### config.mk
export PLATFORM = sky130hd
export DESIGN_NAME = firmware_header_tlv_extractor_unit
export DESIGN_NICKNAME = d
export VERILOG_FILES = /design/src/sv/fhte_pkg.sv /design/src/sv/fhte_slot.sv /design/src/sv/firmware_header_tlv_extractor_unit.sv
export SDC_FILE = /design/constraint.sdc
export NUM_CORES = 2
export LEC_CHECK = 0
export ABC_AREA = 1
export ABC_CLOCK_PERIOD_IN_PS = 12800
export BUFFER_PORTS_ARGS = -buffer_cell sky130_fd_sc_hd__buf_4
export CORE_UTILIZATION = 37
export CTS_BUF_LIST = sky130_fd_sc_hd__clkbuf_8
export CTS_CLUSTER_SIZE = 12
export DETAILED_ROUTE_END_ITERATION = 8
export GPL_TIMING_DRIVEN = 0
export PLACE_DENSITY = 0.48
export SLEW_MARGIN = 10
export SYNTH_ARGS = -nofsm -noshare
export SYNTH_HDL_FRONTEND = slang
export SYNTH_SLANG_ARGS = --single-unit
### constraint.sdc
create_clock -name clk -period 12.8 [get_ports clk]
set_clock_uncertainty 0.2 [all_clocks]
set_input_delay 1.28 -clock clk [delete_from_list [all_inputs] [get_ports clk]]
set_output_delay 1.28 -clock clk [all_outputs]
set_load 0.01 [all_outputs]
### src/sv/fhte_pkg.sv
// shared types and constants for the firmware header tag walker
package fhte_pkg;

  localparam logic [31:0] HDR_MAGIC   = 32'h5244_4842;
  localparam logic [31:0] HDR_BASE    = 32'd8;
  localparam logic [31:0] POS_MAX     = 32'hFFFF_FFFF;
  localparam logic [31:0] POS_TAG0    = 32'd11;
  localparam logic [31:0] POS_ITEM0   = 32'd19;
  localparam logic [31:0] POS_MIN_OK  = 32'd12;

  localparam logic [31:0] TAG_FW_OFFSET  = 32'd1;
  localparam logic [31:0] TAG_RT_SIZE    = 32'd2;
  localparam logic [31:0] TAG_ERR_OFFSET = 32'd4;

  localparam int NUM_SLOTS = 3;

  typedef enum logic [1:0] {
    ST_OK          = 2'd0,
    ST_BAD_MAGIC   = 2'd1,
    ST_TAG_MISSING = 2'd2
  } status_t;

  typedef enum logic [2:0] {
    PH_FIRST = 3'b001,
    PH_WALK  = 3'b010,
    PH_DONE  = 3'b100
  } phase_t;

  // per-slot control from the walker
  typedef struct packed {
    logic        en;     // a byte transaction is taken this cycle
    logic        set;    // item with this slot's tag completes its header
    logic        clear;  // last byte: back to reset state
    logic [32:0] start;  // first value byte position of the item
  } slot_ctl_t;

  typedef struct packed {
    status_t     status;
    logic [31:0] firmware_offset;
    logic [31:0] rt_size;
    logic [31:0] error_record_offset;
  } result_t;

endpackage

### src/sv/fhte_slot.sv
// capture slot for the 4-byte value of one required tag
module fhte_slot
  import fhte_pkg::*;
(
  input  logic        clk,
  input  logic        rst,
  input  slot_ctl_t   ctl,
  input  logic [31:0] pos,
  input  logic [7:0]  data_byte,
  output logic        found,
  output logic [31:0] value
);

  logic [32:0] vstart;
  logic [32:0] diff;
  logic        in_win;
  logic [31:0] captured;

  assign diff   = {1'b0, pos} - vstart;
  assign in_win = found && ({1'b0, pos} >= vstart) && (diff[32:2] == '0);

  // value including the byte of the current transaction
  always_comb begin
    value = captured;
    if (in_win) begin
      value[{diff[1:0], 3'b000} +: 8] = data_byte;
    end
  end

  always_ff @(posedge clk) begin
    if (rst) begin
      found    <= 1'b0;
      vstart   <= '0;
      captured <= '0;
    end else if (ctl.en) begin
      if (ctl.clear) begin
        found    <= 1'b0;
        vstart   <= '0;
        captured <= '0;
      end else begin
        captured <= value;
        if (ctl.set && !found) begin
          found  <= 1'b1;
          vstart <= ctl.start;
        end
      end
    end
  end

endmodule

### src/sv/firmware_header_tlv_extractor_unit.sv
// top level: byte-stream firmware header tag walker with result skid stage
//
// usage
//   input channel carries one image byte per transaction (data_byte) and
//   final_byte marking the last byte of the image. the header walk starts at
//   byte 8: first tag must be the total-length magic, then tag/length items
//   are chained. values of tags 1, 2 and 4 are captured by byte position.
//   output channel carries one result transaction per image, on its last
//   byte: status and the three captured values (zero unless status is ok).
//   the result is registered. throughput: one byte per cycle while in_stall
//   is low, set by the single registered pass through position compare and
//   the 32-bit step add. the block keeps taking bytes while a result waits;
//   a second result is held in a skid register, and only when that is also
//   full does in_stall rise. after the last byte all walk state returns to
//   reset for the next image. rst (synchronous) clears walk state and drops
//   out_valid.
module firmware_header_tlv_extractor_unit
  import fhte_pkg::*;
(
  input  logic        clk,
  input  logic        rst,
  input  logic        in_valid,
  output logic        in_stall,
  input  logic [7:0]  data_byte,
  input  logic        final_byte,
  output logic        out_valid,
  input  logic        out_stall,
  output logic [1:0]  status,
  output logic [31:0] firmware_offset,
  output logic [31:0] rt_size,
  output logic [31:0] error_record_offset
);

  // walk state
  logic [31:0] pos;
  logic [32:0] item_start;
  logic [31:0] remaining;
  logic [63:0] header_shift;
  phase_t      phase;
  logic        magic_bad;

  logic [31:0] pos_next, remaining_next;
  logic [32:0] item_start_next;
  logic [63:0] header_shift_next;
  phase_t      phase_next;
  logic        magic_bad_next;

  // output stage
  logic    skid_valid;
  result_t out_res, skid_res, new_res;

  logic accept;
  assign in_stall = skid_valid;
  assign accept   = in_valid && !in_stall;

  // walk
  logic [31:0] lo, hi;
  logic [31:0] step_a, step_b, rem_a;
  logic [32:0] is_a;
  phase_t      ph_a;
  logic        hdr_done;
  logic [NUM_SLOTS-1:0] slot_set;
  logic [NUM_SLOTS-1:0] slot_found;
  logic [31:0] slot_value [NUM_SLOTS];
  logic [32:0] new_vstart;

  assign header_shift_next = {data_byte, header_shift[63:8]};
  assign lo = header_shift_next[31:0];
  assign hi = header_shift_next[63:32];
  assign step_a = HDR_BASE + lo;
  assign step_b = HDR_BASE + hi;

  always_comb begin
    // first item: magic check and total length
    ph_a           = phase;
    rem_a          = remaining;
    is_a           = item_start;
    magic_bad_next = magic_bad;
    if (phase == PH_FIRST) begin
      if (pos == POS_TAG0 && hi != HDR_MAGIC) begin
        magic_bad_next = 1'b1;
        ph_a           = PH_DONE;
      end else if (pos == POS_ITEM0) begin
        rem_a = hi;
        if (step_a != '0 && step_a < hi) begin
          rem_a = hi - step_a;
          is_a  = item_start + {1'b0, step_a};
          ph_a  = PH_WALK;
        end else begin
          ph_a = PH_DONE;
        end
      end
    end

    // later items, possibly completing in the same byte as the first
    hdr_done        = (ph_a == PH_WALK) && ({2'b00, pos} == {1'b0, is_a} + 34'd7);
    phase_next      = ph_a;
    remaining_next  = rem_a;
    item_start_next = is_a;
    new_vstart      = is_a + 33'd8;
    slot_set        = '0;
    if (hdr_done) begin
      slot_set[0] = (lo == TAG_FW_OFFSET);
      slot_set[1] = (lo == TAG_RT_SIZE);
      slot_set[2] = (lo == TAG_ERR_OFFSET);
      if (step_b != '0 && step_b < rem_a) begin
        remaining_next  = rem_a - step_b;
        item_start_next = is_a + {1'b0, step_b};
      end else begin
        phase_next = PH_DONE;
      end
    end

    pos_next = (pos == POS_MAX) ? POS_MAX : pos + 32'd1;
  end

  // value capture slots
  for (genvar k = 0; k < NUM_SLOTS; k++) begin : g_slot
    slot_ctl_t ctl;
    assign ctl.en    = accept;
    assign ctl.set   = slot_set[k];
    assign ctl.clear = final_byte;
    assign ctl.start = new_vstart;
    fhte_slot u_slot (
      .clk       (clk),
      .rst       (rst),
      .ctl       (ctl),
      .pos       (pos),
      .data_byte (data_byte),
      .found     (slot_found[k]),
      .value     (slot_value[k])
    );
  end

  // result of the last byte; found includes a tag completing on this byte
  always_comb begin
    logic all_found;
    all_found = &(slot_found | slot_set);
    new_res   = '0;
    if (magic_bad_next || pos_next < POS_MIN_OK) begin
      new_res.status = ST_BAD_MAGIC;
    end else if (!all_found) begin
      new_res.status = ST_TAG_MISSING;
    end else begin
      new_res.status              = ST_OK;
      new_res.firmware_offset     = slot_value[0];
      new_res.rt_size             = slot_value[1];
      new_res.error_record_offset = slot_value[2];
    end
  end

  always_ff @(posedge clk) begin
    if (rst) begin
      pos          <= '0;
      item_start   <= {1'b0, HDR_BASE};
      remaining    <= '0;
      header_shift <= '0;
      phase        <= PH_FIRST;
      magic_bad    <= 1'b0;
    end else if (accept) begin
      if (final_byte) begin
        pos          <= '0;
        item_start   <= {1'b0, HDR_BASE};
        remaining    <= '0;
        header_shift <= '0;
        phase        <= PH_FIRST;
        magic_bad    <= 1'b0;
      end else begin
        pos          <= pos_next;
        item_start   <= item_start_next;
        remaining    <= remaining_next;
        header_shift <= header_shift_next;
        phase        <= phase_next;
        magic_bad    <= magic_bad_next;
      end
    end
  end

  // output register plus skid
  logic produce;
  assign produce = accept && final_byte;

  always_ff @(posedge clk) begin
    if (rst) begin
      out_valid  <= 1'b0;
      skid_valid <= 1'b0;
    end else begin
      if (out_valid && out_stall) begin
        // receiver holding: park a new result in the skid
        if (produce) begin
          skid_valid <= 1'b1;
          skid_res   <= new_res;
        end
      end else if (skid_valid) begin
        out_valid  <= 1'b1;
        out_res    <= skid_res;
        skid_valid <= 1'b0;
      end else begin
        out_valid <= produce;
        if (produce) begin
          out_res <= new_res;
        end
      end
    end
  end

  assign status              = out_res.status;
  assign firmware_offset     = out_res.firmware_offset;
  assign rt_size             = out_res.rt_size;
  assign error_record_offset = out_res.error_record_offset;

  // skid only fills behind a waiting result
  a_skid_behind_out: assert property (@(posedge clk) disable iff (rst)
    skid_valid |-> out_valid)
    else $error("skid holds a result while output register is empty");

  // a failed image never shows captured values
  a_fail_zero: assert property (@(posedge clk) disable iff (rst)
    (out_valid && out_res.status != ST_OK) |->
      (firmware_offset == '0 && rt_size == '0 && error_record_offset == '0))
    else $error("nonzero value with failing status");

  // a bad magic ends the walk
  a_magic_done: assert property (@(posedge clk) disable iff (rst)
    magic_bad |-> phase == PH_DONE)
    else $error("walk continues after bad magic");

  // stalled result transaction is not overwritten
  a_out_hold: assert property (@(posedge clk) disable iff (rst)
    (out_valid && out_stall) |=> (out_valid && $stable(out_res)))
    else $error("stalled result changed");

endmodule
# Yosys cells after proc, flatten, opt, wreduce, memory -nomap -nowiden
# Cells that the tools add are included.
[totals] reg_bits=561 input_bits=13 output_inout_bits=100 word_cells=158
[op_classes] n_addsub=15 magnitude_cmp=6 eq_ne=10 n_shift=6 n_mux=56 bitwise=3 n_reduce_logical=37
[ops] cell="$mux W32" count=15
[ops] cell="$mux W33" count=13
[ops] cell="$mux W98" count=2
[ops] cell="$mux W96" count=2
[ops] cell="$ge A32 B33 Y1" count=3
[ops] cell="$sub A32 B33 Y33" count=3
[ops] cell="$bwmux W32" count=3
[ops] cell="$shift A8 B7 Y32 const A" count=3
[ops] cell="$shiftx A8 B7 Y32" count=3
[ops] cell="$logic_not A31 Y1" count=3
[ops] cell="$add A33 B32 Y33" count=2
[ops] cell="$add A4 B32 Y32 const A" count=2
[ops] cell="$lt A32 B32 Y1" count=2
[ops] cell="$mux W64" count=1
[ops] cell="$reduce_bool A32 Y1" count=2
[ops] cell="$sub A32 B32 Y32" count=2
[ops] cell="$add A33 B3 Y34 const B" count=1
[ops] cell="$eq A32 B34 Y1" count=1
[ops] cell="$add A33 B4 Y33 const B" count=1
[ops] cell="$add A32 B1 Y32 const B" count=1
[ops] cell="$eq A32 B1 Y1 const B" count=1
[ops] cell="$eq A32 B2 Y1 const B" count=1
[ops] cell="$eq A32 B3 Y1 const B" count=1
[ops] cell="$eq A32 B32 Y1 const B" count=1
[ops] cell="19 further kinds" count=64

# Depth between registers and ports, before layout
[logic_depth] word_depth=17 mapped_depth=51 mapped_depth_nobuf=49

# Cells and area by module
# A second synthesis with hierarchy kept.
[unflattened] cells_unflattened=7665 hier_area_um2=47382.9
[by_module_without_submodules] mod="firmware_header_tlv_extractor_unit" n_inst=1 cells_each=4203 area_per_inst_um2=28078.2 seq_area_each_um2=9068.7
[by_module_without_submodules] mod="fhte_slot (g_slot[1].u_slot)" n_inst=1 cells_each=1170 area_per_inst_um2=6518.8 seq_area_each_um2=1321.3
[by_module_without_submodules] mod="fhte_slot (g_slot[0].u_slot)" n_inst=1 cells_each=1140 area_per_inst_um2=6431.2 seq_area_each_um2=1321.3
[by_module_without_submodules] mod="fhte_slot (g_slot[2].u_slot)" n_inst=1 cells_each=1152 area_per_inst_um2=6354.8 seq_area_each_um2=1321.3

# Worst setup path before layout
# OpenSTA, ideal clock, no wires.
[synth_timing] path_kind="input to register" from="in final_byte" to="reg out_res (netlist bit error_record_offset[0]) (enable)" setup_ns=0.700 arrival_ns=9.203 t_required_ns=11.900 setup_slack_ns=2.698 stages=6 n_path_buf=2 path_cell_list="clkbuf_1 -> inv_1 -> nor2_1 -> clkinv_1 -> clkbuf_1 -> a211oi_1"
[synth_between] elab_chain_len=3
[synth_rtl] element="start: declaration" line_no="firmware_header_tlv_extractor_unit.sv:25" rtl="input logic final_byte,"
[synth_rtl] element="$logic_and A1 B1 Y1" line_no="firmware_header_tlv_extractor_unit.sv:181" rtl="assign produce = accept && final_byte;"
[synth_rtl] element="$reduce_bool A2 Y1 (no line)"
[synth_rtl] element="$reduce_and A3 Y1 (no line)"
[synth_rtl] element="end signal: assignment" line_no="firmware_header_tlv_extractor_unit.sv:196" rtl="out_res <= skid_res;"
[synth_rtl] element="end signal: assignment" line_no="firmware_header_tlv_extractor_unit.sv:201" rtl="out_res <= new_res;"
[synth_rtl] element="end: declaration" line_no="firmware_header_tlv_extractor_unit.sv:50" rtl="result_t out_res, skid_res, new_res;"
# Every way passes these cells.
# A chain may end at the register's enable or synchronous reset.

# Worst setup path in the final report
[layout_timing] from="reg header_shift[19]" to="reg item_start[3]"
[layout_between] elab_chain_len=12 word_cells_on_any_way=28 cone_classes="add/sub (5); order compare (2); eq/ne (2); mux (15); reduce/logical (4)"
[layout_rtl] element="start: declaration" line_no="firmware_header_tlv_extractor_unit.sv:38" rtl="logic [63:0] header_shift;"
[layout_rtl] element="start signal: assignment" line_no="firmware_header_tlv_extractor_unit.sv:172" rtl="header_shift <= header_shift_next;"
[layout_rtl] element="$add A4 B32 Y32 (*)" line_no="firmware_header_tlv_extractor_unit.sv:70" rtl="assign step_a = HDR_BASE + lo;"
[layout_rtl] element="$lt A32 B32 Y1 or $reduce_bool A32 Y1 (tied branches)" line_no="firmware_header_tlv_extractor_unit.sv:85" rtl="if (step_a != '0 && step_a < hi) begin"
[layout_rtl] element="$logic_and A1 B1 Y1" line_no="firmware_header_tlv_extractor_unit.sv:85"
[layout_rtl] element="$mux W33 or $mux W32 (tied branches)" line_no="firmware_header_tlv_extractor_unit.sv:85"
[layout_rtl] element="$mux W33 or $mux W32 (tied branches)" line_no="firmware_header_tlv_extractor_unit.sv:83" rtl="end else if (pos == POS_ITEM0) begin"
[layout_rtl] element="$mux W33 or $mux W32 (tied branches)" line_no="firmware_header_tlv_extractor_unit.sv:80" rtl="if (pos == POS_TAG0 && hi != HDR_MAGIC) begin"
[layout_rtl] element="$mux W33 or $mux W32 (tied branches)" line_no="firmware_header_tlv_extractor_unit.sv:79" rtl="if (phase == PH_FIRST) begin"
[layout_rtl] element="$add A33 B3 Y34 or $lt A32 B32 Y1 (tied branches)" line_no="firmware_header_tlv_extractor_unit.sv:96, firmware_header_tlv_extractor_unit.sv:106"
[layout_rtl] element="$eq A32 B34 Y1 or $logic_and A1 B1 Y1 (tied branches)" line_no="firmware_header_tlv_extractor_unit.sv:96, firmware_header_tlv_extractor_unit.sv:106"
[layout_rtl] element="$logic_and A1 B1 Y1 or $mux W33 (tied branches)" line_no="firmware_header_tlv_extractor_unit.sv:96, firmware_header_tlv_extractor_unit.sv:106"
[layout_rtl] element="$mux W33 (*)" line_no="firmware_header_tlv_extractor_unit.sv:102" rtl="if (hdr_done) begin"
[layout_rtl] element="$mux W33 (*)" line_no="firmware_header_tlv_extractor_unit.sv:161" rtl="if (final_byte) begin"
[layout_rtl] element="end signal: assignment" line_no="firmware_header_tlv_extractor_unit.sv:155" rtl="item_start <= {1'b0, HDR_BASE};"
[layout_rtl] element="end signal: assignment" line_no="firmware_header_tlv_extractor_unit.sv:163" rtl="item_start <= {1'b0, HDR_BASE};"
[layout_rtl] element="end signal: assignment" line_no="firmware_header_tlv_extractor_unit.sv:170" rtl="item_start <= item_start_next;"
[layout_rtl] element="end: declaration" line_no="firmware_header_tlv_extractor_unit.sv:36" rtl="logic [32:0] item_start;"
# Mark *: on every way between the ends. The rest lies on a longest branch, timed or not.

==> impl_metrics.json <==
{
  "status": "complete, no violations",
  "syn_area_per_cell_um2": 6.57,
  "htreeDepth": 3,
  "fp.coreArea_mm2": 0.113,
  "holdPathStages": 2,
  "cpMostUsedCell": "nand2_1",
  "cts_hold_buf": 0,
  "final_layout_size_suffix_gt1_share_pct": 6.92,
  "p_sw_uw": 1250,
  "synth_warnings": 0,
  "hold_class": "reg2reg",
  "synth-seq-cells": 553,
  "p_total_uw": 4200,
  "ff2ff_setup_slack_ns": 1.80,
  "fillers": 12500,
  "worstHoldStart": "g_slot[0].u_slot.vstart[31]$_SDFFE_PP0P_",
  "antenna_found_initial": 7,
  "die_h_um": 340,
  "dp_cells": 8059,
  "hold_violations": 0,
  "start_util_pct": 37.5,
  "drc": 0,
  "netlist_area_mm2": 0.0423,
  "p_clk_share_pct": 45.0,
  "startpoint_type": "flip-flop",
  "dpl_worst_slack_ns": 1.88,
  "report.final.setup_viol": 0,
  "grtUsageTotal_pct": 29.7,
  "io_pins": 113,
  "worst_slew_margin_rel_pct": 10.6,
  "dr.pass1.iters": 5,
  "areaGrowthSynthToFinish_pct": 12.2,
  "rsz0062_at_grt": "no",
  "place_congestion": 0.967,
  "cp_max_fo": 10,
  "die_area_mm2": 0.116,
  "drt-total-wl_um": 177000,
  "dp_hpwl_um": 141000,
  "worstSetupPathType": "reg2reg",
  "worstSetupEndpointType": "flip-flop",
  "r2r_start": "header_shift[19]$_SDFFE_PP0P_",
  "slew_viol_final": 0,
  "drt_iter0_drc": 3691,
  "cellPowerDensity_mw_per_mm2": 88.4,
  "r2r_cells": 40,
  "synthFlopType": "dfxtp_1",
  "regToRegEndpoint": "item_start[3]$_SDFFE_PP1P_",
  "slowest_delay_ns": 0.88,
  "die_w_um": 340,
  "power.leakage_uw": 0.0210,
  "final_area_mm2": 0.0475,
  "cts_tree": "yes",
  "period_share_pct": 85.9,
  "pwr-share-seq_pct": 44.0,
  "clkTransAtPathRegs_ns": 0.05,
  "post_cts.repair.setup_buffers": 0,
  "ir_drop_mv": 0.0756,
  "grt_pass1_vias": 41200,
  "arrival_ns": 11.51,
  "max_freq_mhz": 90.9,
  "worst_slack_ns": 1.80,
  "ant_nets": 0,
  "std_cell_rows": 123,
  "yosys.cell_types.count": 61,
  "maxCapViolations": 0,
  "yosysSeqAreaShare_pct": 30.8,
  "instances_no_fill": 8265,
  "grt_max_degree": 30,
  "via_count": 43900,
  "cts_buffers": 108,
  "synth_edf_count": 196,
  "ctsRootBufferMaster": "clkbuf_8",
  "crit_start": "header_shift[19]$_SDFFE_PP0P_",
  "post_cts_resized": 0,
  "worst_hold_path.endpoint": "g_slot[0].u_slot.vstart[31]$_SDFFE_PP0P_",
  "postSynth.asyncResetShare_pct": 0,
  "worst_slew_pin_slew_ns": 1.34,
  "final_nets": 6929,
  "port_buffers": 109,
  "placed_cell_area_mm2": 0.0452,
  "grt_first_pass_wirelength_um": 261000,
  "slowest_stage": "xor2_1",
  "period_needed_ns": 11.00,
  "worstPathRequired_ns": 13.31,
  "wl_per_cell_um": 21.4,
  "cts.sinks": 553,
  "clk_latency_ns": 0.81,
  "sw_frac_of_total_pct": 29.8,
  "synth_cells": 6440,
  "via_per_inst": 5.31,
  "overflow": 0,
  "comb_power_share_pct": 11.1,
  "cts_buffer_depth": 3,
  "synth_nets": 6700,
  "intPower_uw": 2950
}
how the worst max path moves through the flow:
stage / endpoint / slack, ns / depth (start not counted)
3_5_place_dp: item_start[3]$_SDFFE_PP1P_ / 1.88 / 35
5_1_grt: item_start[1]$_SDFFE_PP0P_ / 1.30 / 39
2_1_floorplan: error_record_offset[0]$_DFFE_PP_ / 2.70 / 6
3_3_place_gp: error_record_offset[18]$_DFFE_PP_ / -3.07 / 6
4_1_cts: item_start[3]$_SDFFE_PP1P_ / 2.02 / 40
6_report: item_start[3]$_SDFFE_PP1P_ / 1.80 / 40
through the flow:
| step | util (%) | TNS, ns | hold WS, ns |
|---|---|---|---|
| global route | 42.0 | 0 | 0.281 |
| finish | 42.0 | 0 | 0.256 |
| CTS | 42.0 | 0 | 0.261 |
| detailed placement | 40.1 | 0 | 0.252 |
| global placement | 39.9 | -298.83 | 0.248 |
| floorplan | - | 0 | 0.230 |
per-layer routing:
metal / global-route usage [%] / routed length (um)
met1: 41.2 / 81500
met2: 47.1 / 78200
met3: 2.74 / 9470
met4: 12.8 / 7590
met5: 0 / 0
registers in the layout, indices dropped and copies added (netlist names):
name and flops:
remaining 32, error_record_offset 32, g_slot.u_slot.captured 96, g_slot.u_slot.vstart 99, pos 32, firmware_offset 32
phase 3, rt_size 32, header_shift 56, item_start 33, magic_bad 1, g_slot.u_slot.found 3
in_stall 1, status 2, skid_res 98, out_valid 1
Yosys cell counts, drive strengths merged, types with 195 or more instances:
cell	n	area, um^2
nand2	1639	6250
nor2	911	3550
inv	701	2630
a21oi	657	3290
dfxtp	357	7150
nand3	299	1540
ha	240	3000
o21ai	229	1180
clkbuf	208	781
nand4	203	1280
edfxtp	196	5890
xor2	195	1720
power groups by stage:
stage               clock network, uW  logic, uW  registers (uW)
global placement                    0        455            1890
detailed placement                  0        459            1880
CTS                              1940        462            1840
floorplan                           0        296            1890
finish                           1890        464            1850
global route                     2010        509            1850
worst max-delay path: cells and delay by family, from the launching register on:
kind | cells | cell delay (ns)
and+or+nand+nor | 18 | 3.34
AOI/OAI and AO/OA | 12 | 2.97
buffers and inverters | 7 | 2.11
xor gates and xnor gates | 1 | 0.88
adders and majority gates | 2 | 0.85
DFF | 1 | 0.49
cells in the final DEF (no fill, tap or decap), types with 9 or more instances in the layout:
cell type	synthesis	layout
nand3b_1	15	15
clkbuf_1	208	207
nor2_1	883	882
dfxtp_1	357	357
a21boi_0	10	10
o211ai_1	9	9
o21ai_0	221	221
xor2_1	194	194
nor4_1	44	44
clkinv_2	0	23
buf_2	38	38
inv_1	675	704
nor3_1	153	153
a21oi_1	657	657
o21bai_1	22	22
nand2_2	36	36
nor2_4	9	10
buf_4	13	122
nand4_1	202	202
edfxtp_1	196	196
ha_1	240	240
nand2_1	1602	1602
a31oi_1	29	29
clkinv_1	11	29
clkbuf_8	0	117
xnor2_1	82	82
o21a_1	45	45
inv_2	26	26
a21o_1	12	12
o22ai_1	16	16
buf_1	17	17
nand3_2	9	9
o32ai_1	10	10
nor3_2	12	12
nor2_2	18	18
or2_2	13	13
nand3_1	290	290
layout make-up:
class	instances	area, um^2	share of cell area, %
antenna	2	5.00	0.0105
buffer	281	1190	2.51
clock buffer	117	1610	3.39
clock inverter	87	631	1.33
inverter	712	2670	5.63
multi-input combinational	4894	25500	53.6
sequential	553	13000	27.4
tap	1500	1880	3.95
timing repair buffer	119	1000	2.11
kinds of logic (layout without fill, tap and decap cells):
kind of cell	after synthesis	after routing	synth area share, %
compound gates	1064	1064	13.7
xor+xnor	277	277	5.75
fa+ha+maj	247	247	7.42
buf+inv	993	1316	9.12
flops	553	553	30.8
other cells	0	2	0
simple gates	3306	3306	33.3
Power figures use the tool's default switching activity.
